## src/rtl/ifla_pkg.sv

```systemverilog
`timescale 1ns / 1ps

package ifla_pkg;

	// Number of indices the allocator can hand out
	localparam int CAPACITY = 256;
	localparam int IDX_W    = $clog2(CAPACITY);
	localparam int CNT_W    = IDX_W + 1;

	// Operation codes on func
	localparam logic [1:0] FUNC_ALLOC   = 2'd0;
	localparam logic [1:0] FUNC_RELEASE = 2'd1;
	localparam logic [1:0] FUNC_STATUS  = 2'd2;

	// Result status codes
	localparam logic [1:0] STAT_OK   = 2'd0;
	localparam logic [1:0] STAT_FULL = 2'd1;
	localparam logic [1:0] STAT_BAD  = 2'd2;

	// Link value that marks the end of the free list
	localparam logic [CNT_W-1:0] LINK_END = CNT_W'(CAPACITY);

	typedef enum logic {
		ST_IDLE,
		ST_EXEC
	} state_t;

endpackage

```

## src/rtl/ifla_ram.sv

```systemverilog
`timescale 1ns / 1ps

module ifla_ram #(
	parameter int WIDTH = 8,
	parameter int DEPTH = 256
) (
	input  logic                     clk,
	input  logic                     we,
	input  logic [$clog2(DEPTH)-1:0] waddr,
	input  logic [WIDTH-1:0]         wdata,
	input  logic                     re,
	input  logic [$clog2(DEPTH)-1:0] raddr,
	output logic [WIDTH-1:0]         rdata
);

	logic [WIDTH-1:0] mem [DEPTH];
	logic [WIDTH-1:0] rdata_q;

	// Write port
	always_ff @(posedge clk) begin
		if (we) begin
			mem[waddr] <= wdata;
		end
	end

	// Registered read, held while no read is issued
	always_ff @(posedge clk) begin
		if (re) begin
			rdata_q <= mem[raddr];
		end
	end

	assign rdata = rdata_q;

endmodule

```

## src/rtl/index_free_list_allocator.sv

```systemverilog
`timescale 1ns / 1ps
// Each item is read, then updated: on acceptance it is captured and the link and taken-flag
// memories are read synchronously; the head, counters and result are updated in the execute
// state, which waits while an unaccepted result is held. No new item is taken before it ends.
// Reset: asynchronous, active low; free list empty, counters zero, no result held.
// The memories need no clearing: every entry is written before its read value is used.

module index_free_list_allocator (
	input  logic                       clk,
	input  logic                       arst_n,
	input  logic                       in_valid,
	output logic                       in_ready,
	input  logic [1:0]                 func,
	input  logic [ifla_pkg::IDX_W-1:0] index,
	output logic                       out_valid,
	input  logic                       out_ready,
	output logic [ifla_pkg::IDX_W-1:0] given_index,
	output logic [1:0]                 status,
	output logic [ifla_pkg::CNT_W-1:0] in_use,
	output logic [ifla_pkg::CNT_W-1:0] high_water
);

	import ifla_pkg::*;

	state_t state_q, state_d;

	logic             accept;
	logic             exec_go;

	logic [1:0]       func_q;
	logic [IDX_W-1:0] index_q;

	logic [IDX_W-1:0] head_q, head_d;
	logic             head_vld_q, head_vld_d;
	logic [CNT_W-1:0] created_q, created_d;
	logic [CNT_W-1:0] used_q, used_d;

	logic [CNT_W-1:0] link_rd;
	logic             taken_rd;

	logic             link_we;
	logic [IDX_W-1:0] link_waddr;
	logic [CNT_W-1:0] link_wdata;
	logic             taken_we;
	logic [IDX_W-1:0] taken_waddr;
	logic             taken_wdata;

	logic [IDX_W-1:0] given_d;
	logic [1:0]       status_d;

	logic             out_valid_q;
	logic [IDX_W-1:0] given_q;
	logic [1:0]       status_q;
	logic [CNT_W-1:0] in_use_q;
	logic [CNT_W-1:0] high_water_q;

	// Link store: next free index, or end marker
	ifla_ram #(
		.WIDTH (CNT_W),
		.DEPTH (CAPACITY)
	) u_link_ram (
		.clk   (clk),
		.we    (link_we),
		.waddr (link_waddr),
		.wdata (link_wdata),
		.re    (accept),
		.raddr (head_q),
		.rdata (link_rd)
	);

	// Taken flags, one per created index
	ifla_ram #(
		.WIDTH (1),
		.DEPTH (CAPACITY)
	) u_taken_ram (
		.clk   (clk),
		.we    (taken_we),
		.waddr (taken_waddr),
		.wdata (taken_wdata),
		.re    (accept),
		.raddr (index),
		.rdata (taken_rd)
	);

	// Next state
	always_comb begin
		state_d = state_q;
		unique case (state_q)
			ST_IDLE: begin
				if (in_valid) begin
					state_d = ST_EXEC;
				end
			end
			ST_EXEC: begin
				if (!out_valid_q || out_ready) begin
					state_d = ST_IDLE;
				end
			end
			default: state_d = ST_IDLE;
		endcase
	end

	// Handshake outputs of the state machine
	always_comb begin
		in_ready = 1'b0;
		exec_go  = 1'b0;
		unique case (state_q)
			ST_IDLE: in_ready = 1'b1;
			ST_EXEC: exec_go  = !out_valid_q || out_ready;
			default: begin
				in_ready = 1'b0;
				exec_go  = 1'b0;
			end
		endcase
	end

	assign accept = in_valid && in_ready;

	// Decide the operation from the read data and build the write-backs
	always_comb begin
		head_d      = head_q;
		head_vld_d  = head_vld_q;
		created_d   = created_q;
		used_d      = used_q;
		given_d     = '0;
		status_d    = STAT_OK;
		link_we     = 1'b0;
		link_waddr  = index_q;
		link_wdata  = LINK_END;
		taken_we    = 1'b0;
		taken_waddr = index_q;
		taken_wdata = 1'b0;
		unique case (func_q)
			FUNC_ALLOC: begin
				if (head_vld_q) begin
					// Pop the head of the free list
					given_d     = head_q;
					head_d      = link_rd[IDX_W-1:0];
					head_vld_d  = (link_rd < LINK_END);
					taken_we    = exec_go;
					taken_waddr = head_q;
					taken_wdata = 1'b1;
					used_d      = used_q + CNT_W'(1);
				end else if (created_q != LINK_END) begin
					// Create a fresh entry
					given_d     = created_q[IDX_W-1:0];
					created_d   = created_q + CNT_W'(1);
					taken_we    = exec_go;
					taken_waddr = created_q[IDX_W-1:0];
					taken_wdata = 1'b1;
					used_d      = used_q + CNT_W'(1);
				end else begin
					status_d = STAT_FULL;
				end
			end
			FUNC_RELEASE: begin
				if (({1'b0, index_q} >= created_q) || !taken_rd) begin
					status_d = STAT_BAD;
				end else begin
					// Push the index onto the free list
					link_we     = exec_go;
					link_wdata  = head_vld_q ? {1'b0, head_q} : LINK_END;
					head_d      = index_q;
					head_vld_d  = 1'b1;
					taken_we    = exec_go;
					taken_wdata = 1'b0;
					used_d      = used_q - CNT_W'(1);
				end
			end
			default: begin
				status_d = STAT_OK;
			end
		endcase
	end

	// Capture the item on acceptance
	always_ff @(posedge clk) begin
		if (accept) begin
			func_q  <= func;
			index_q <= index;
		end
	end

	// Control state and counters
	always_ff @(posedge clk or negedge arst_n) begin
		if (!arst_n) begin
			state_q    <= ST_IDLE;
			head_q     <= '0;
			head_vld_q <= 1'b0;
			created_q  <= '0;
			used_q     <= '0;
		end else begin
			state_q <= state_d;
			if (exec_go) begin
				head_q     <= head_d;
				head_vld_q <= head_vld_d;
				created_q  <= created_d;
				used_q     <= used_d;
			end
		end
	end

	// Result register valid
	always_ff @(posedge clk or negedge arst_n) begin
		if (!arst_n) begin
			out_valid_q <= 1'b0;
		end else if (exec_go) begin
			out_valid_q <= 1'b1;
		end else if (out_ready) begin
			out_valid_q <= 1'b0;
		end
	end

	// Result payload
	always_ff @(posedge clk) begin
		if (exec_go) begin
			given_q      <= given_d;
			status_q     <= status_d;
			in_use_q     <= used_d;
			high_water_q <= created_d;
		end
	end

	assign out_valid   = out_valid_q;
	assign given_index = given_q;
	assign status      = status_q;
	assign in_use      = in_use_q;
	assign high_water  = high_water_q;

endmodule
```

## config.mk

```make
export PLATFORM = sky130hd
export DESIGN_NAME = index_free_list_allocator
export DESIGN_NICKNAME = d
export VERILOG_FILES = /design/src/rtl/ifla_pkg.sv /design/src/rtl/ifla_ram.sv /design/src/rtl/index_free_list_allocator.sv
export SDC_FILE = /design/constraint.sdc
export NUM_CORES = 2
export LEC_CHECK = 0
export ABC_AREA = 1
export ABC_CLOCK_PERIOD_IN_PS = 28300
export BUFFER_PORTS_ARGS = -buffer_cell sky130_fd_sc_hd__buf_2
export CELL_PAD_IN_SITES_DETAIL_PLACEMENT = 1
export CELL_PAD_IN_SITES_GLOBAL_PLACEMENT = 1
export CORE_MARGIN = 2
export CORE_UTILIZATION = 30
export DETAILED_ROUTE_END_ITERATION = 12
export MAX_ROUTING_LAYER = met4
export PLACE_DENSITY = 0.52
export SLEW_MARGIN = 40
export SYNTH_ARGS = -nofsm -noshare
export SYNTH_HDL_FRONTEND = slang
export SYNTH_SLANG_ARGS = --single-unit
```

## constraint.sdc

```tcl
create_clock -name clk -period 28.3 [get_ports clk]
set_clock_uncertainty 0.15 [all_clocks]
set_input_delay 1.415 -clock clk [delete_from_list [all_inputs] [get_ports clk]]
set_output_delay 1.415 -clock clk [all_outputs]
set_load 0.02 [all_outputs]
```

==> impl_summary.log <==
INFO  metric status = finished clean
INFO  metric grt_remaining_overflow = 0
INFO  metric vdd.ir_drop.worst = 0.0000853 V
INFO  metric via_count = around 73000
INFO  metric type_of_the_most_critical_hold_path = primary input to async pin
INFO  metric drt-initial-drc-count = roughly 5700
INFO  metric grt_use_total = between 20% and 30%
INFO  metric synth.yosys.seq_area_share = just over 70%
INFO  metric syn_nets = ~9400
INFO  metric worst_slew_pin_slew = just over 900 ps
INFO  metric timing.final.setup_violations = 0
INFO  metric pre_cts_ws = ~23000 ps
INFO  metric synth_area_leaders = edfxtp_1 72%, nand3_1 12%, nand2_1 9.6%, clkbuf_1 1.8%, nor2_1 1.6%
INFO  metric cts_buffer_depth = 4
INFO  metric number_of_antenna_violations_at_the_first_check_in_global_routing = 9
INFO  metric grt_start_max_net_pins = between 150 and 200
INFO  metric regToRegSetupSlack = roughly 22000 ps
INFO  metric reg2reg_from = head_q[0]
INFO  metric synthDominantAreaCellType = edfxtp_1
INFO  metric yosys_register_bits = around 2600
INFO  metric gr-max-usage-layer = met2
INFO  metric route.antenna.remaining_nets = 0
INFO  metric detail_route.drc_violations = 0
INFO  metric yosysTopAreaCellShare = between 70 and 80%
INFO  metric h_tree_levels = 5
INFO  metric cts_tree = yes
INFO  metric finish.net_count = slightly above 9000
INFO  metric synth.avg_cell_area = 11.6 µm²
INFO  metric global_route_wire_length_before_repair = between 500000 and 600000 µm
INFO  metric max_clock_freq = 172 MHz
INFO  metric via_density_per_instance = 5.10
INFO  metric synth-async-reset-ratio = ~1.1%
INFO  metric clk_pin_slew = roughly 60 ps
INFO  metric final.period_utilization = between 20% and 30%
INFO  metric leakage = around 43 nW
INFO  metric timing.critical_path.fanout_max = ~110
INFO  metric wl_per_cell = ~26 µm
INFO  metric drv.max_cap_violation_count = 0
INFO  metric finalHoldViolCount = 0
INFO  metric syn-instance-count = 9374
INFO  metric placement.io_buffers = 43
INFO  metric fp-row-count = 220
INFO  metric design.core.area = roughly 0.36 mm²
INFO  metric cells_resized_by_post_cts_repair = 0
INFO  metric number_of_cts_inserted_buffers = approximately 300
INFO  metric vias_in_the_first_global_route = about 75000
INFO  metric setup.worst_path.start_class = register
INFO  metric die_area = between 0.3 and 0.4 mm²
INFO  metric setup_tns = 0 ps
INFO  metric period_needed = 5820 ps
INFO  metric clock_tree.root_cell = clkbuf_16
INFO  metric timing.final.ws_setup = approximately 22000 ps
INFO  metric wl = between 300000 and 400000 µm
INFO  metric fraction_of_layout_instances_using_a_drive_strength_above_1 = between 10% and 20%
INFO  metric crit_path_end_kind = register
INFO  metric use_met1 = roughly a quarter
INFO  metric slew-limit-headroom = between 30% and 40%
INFO  metric die_h = about 610 µm
INFO  metric grt_setup_unrepaired = no
INFO  metric timing.final.max_slew_violations = 0
INFO  metric drt_first_pass_iters = 6
INFO  metric total_power = between 10 and 15 mW
INFO  metric clock_sink_count = 2637
INFO  metric top_level_ports = 44
INFO  metric gr-usage-met2 = 33.4%
INFO  metric grt.met3_usage = 2.57%
INFO  metric cts_post_setup_buffers_inserted = 0
INFO  metric synth_warnings = 0
INFO  metric worstSkewPairLatency = 920 ps
INFO  metric synthesis.area = 0.109 mm²
INFO  metric number_of_cells_traversed_by_the_worst_register_to_register_path = 15
INFO  metric dp_hpwl = between 200000 and 250000 µm
INFO  metric critical_path_arrival = around 6500 ps
INFO  metric initial_core_util = approximately 30%
INFO  metric crit_type = register to register
INFO  metric power.density_cell_area = ~96 mW/mm²
INFO  metric synth_top_flop_cell = edfxtp_1
INFO  metric cp_data_required_time = a little under 30000 ps
INFO  metric rr_endpoint = u_link_ram.rdata[7]
INFO  metric cts.hold.buffers_added = 0
INFO  metric synth_edf_count = about 2600
INFO  metric die_w = just over 600 µm
INFO  metric area_growth = 14.5%
INFO  metric gp_routability_congestion = approximately 0.84
INFO  metric ys_types = approximately 40
==> metrics by stage <==
step	std cells	instance area [µm²]	utilization, %	hold WS (ps)
after detailed placement	13700	114000	31.7	382
after global routing	14200	124000	34.6	324
after global placement	13700	114000	31.6	339
after floorplan	9374	109000	-	342
final	14300	124000	34.6	333
after CTS	14200	124000	34.4	297
==> synthesized netlist by cell type (4+ instances only) <==
library cell     n
a21oi_1         22
a21oi_2          4
buf_1           78
buf_2           24
buf_4            8
buf_6            9
clkbuf_1       512
dfrtp_1         29
edfxtp_1      2608
ha_1            13
inv_1           61
inv_2           15
nand2_1       2785
nand2_4          5
nand3_1       2547
nand3_4          5
nand4_1          7
nand4_4          4
nor2_1         472
nor2_2          44
nor2_4          13
nor3_1          22
nor3_2          20
o21ai_0         28
o22ai_1          4
xor2_1          10
==> metal layers <==
layer | vias up | share of wire (%) | wire length [µm]
met1 | 37700 | 44 | 163000
li1 | 32900 | - | -
met3 | 489 | 4.4 | 16100
met5 | - | 0 | 0
met2 | 1587 | 48 | 178000
met4 | 0 | 3.1 | 11600
==> logic make-up after synthesis <==
kind of cell               share of synthesized area (%)
AOI/OAI and AO/OA                                  0.351
xor gates and xnor gates                          0.0887
adders and majority gates                          0.150
buffers and inverters                               2.59
DFF                                                 72.8
and+or+nand+nor                                     24.0
==> state kept, by name, indices dropped and copies added, names as in the netlist, 2 cells and up <==
signal,flops
u_link_ram.mem,2304
u_taken_ram.mem,256
created_q,9
high_water,9
in_use,9
u_link_ram.rdata,9
used_q,9
given_index,8
head_q,8
index_q,8
func_q,2
status,2
==> placed cells by master, fill, tap and decap left out, types with 4 or more instances in the layout <==
master     instances
nand2_2           29
dfrtp_1           22
nand3_1         2545
a21oi_2            4
nor3_2            22
nand3_2            5
o21ai_0           28
o22ai_1            4
edfxtp_1        2608
nand4_1            7
clkinv_1          60
clkinv_8           6
bufinv_16         22
nor3_1            20
clkinv_2          42
ha_1              13
nand2_1         2754
a21oi_1           22
nand2_4           10
buf_4             89
xor2_1            10
buf_2             41
diode_2           11
clkbuf_16        315
nand3_4            5
inv_2              9
nand4_4            4
nor2_1           254
inv_6             13
nor2_4            22
clkbuf_1          74
buf_12            23
nor2_2           253
buf_16             9
dfrtp_4            5
inv_1             58
buf_6             29
==> worst max-delay path by stage <==
stage,startpoint,end,cells after the start
detailed placement,head_q[0],u_link_ram.rdata[7],15
global placement,head_q[1],u_link_ram.rdata[2],14
CTS,head_q[0],u_link_ram.rdata[8],15
finish,head_q[0],u_link_ram.rdata[7],15
global route,head_q[0],u_link_ram.rdata[7],15
floorplan,index_q[4],u_link_ram.mem[0][0],9
==> cell type report <==
| cell class | count | area (µm²) |
|---|---|---|
| diodes | 11 | 27.5 |
| multi-input cells | 6026 | 27500 |
| flip-flops and latches | 2637 | 79100 |
| well taps | 4773 | 5970 |
| repair buffers | 192 | 1920 |
| clock inverters | 143 | 1360 |
| clock buffers | 390 | 8170 |
| fillers | 38600 | 235000 |
| inverters | 79 | 359 |
==> worst max-delay path, cell delays in order (launching register included) <==
cell and delay, ps:
dfrtp_4 770, buf_12 340, buf_16 450, buf_4 640, buf_4 740, buf_4 740
nand2_1 140, nand3_1 140, nand3_1 90, nand3_1 180, nand3_1 170, nand3_1 260
nand3_1 280, nand2_1 160, nand2_1 60, nand2_1 80
==> power by group <==
group | internal [mW] | leakage (nW) | switching, mW
Clock | 2.24 | 4.66 | 1.62
Sequential | 4.36 | 24.8 | 0.103
Combinational | 0.845 | 13.2 | 2.74
Total | 7.44 | 42.7 | 4.47
Power figures use the tool's default switching activity.
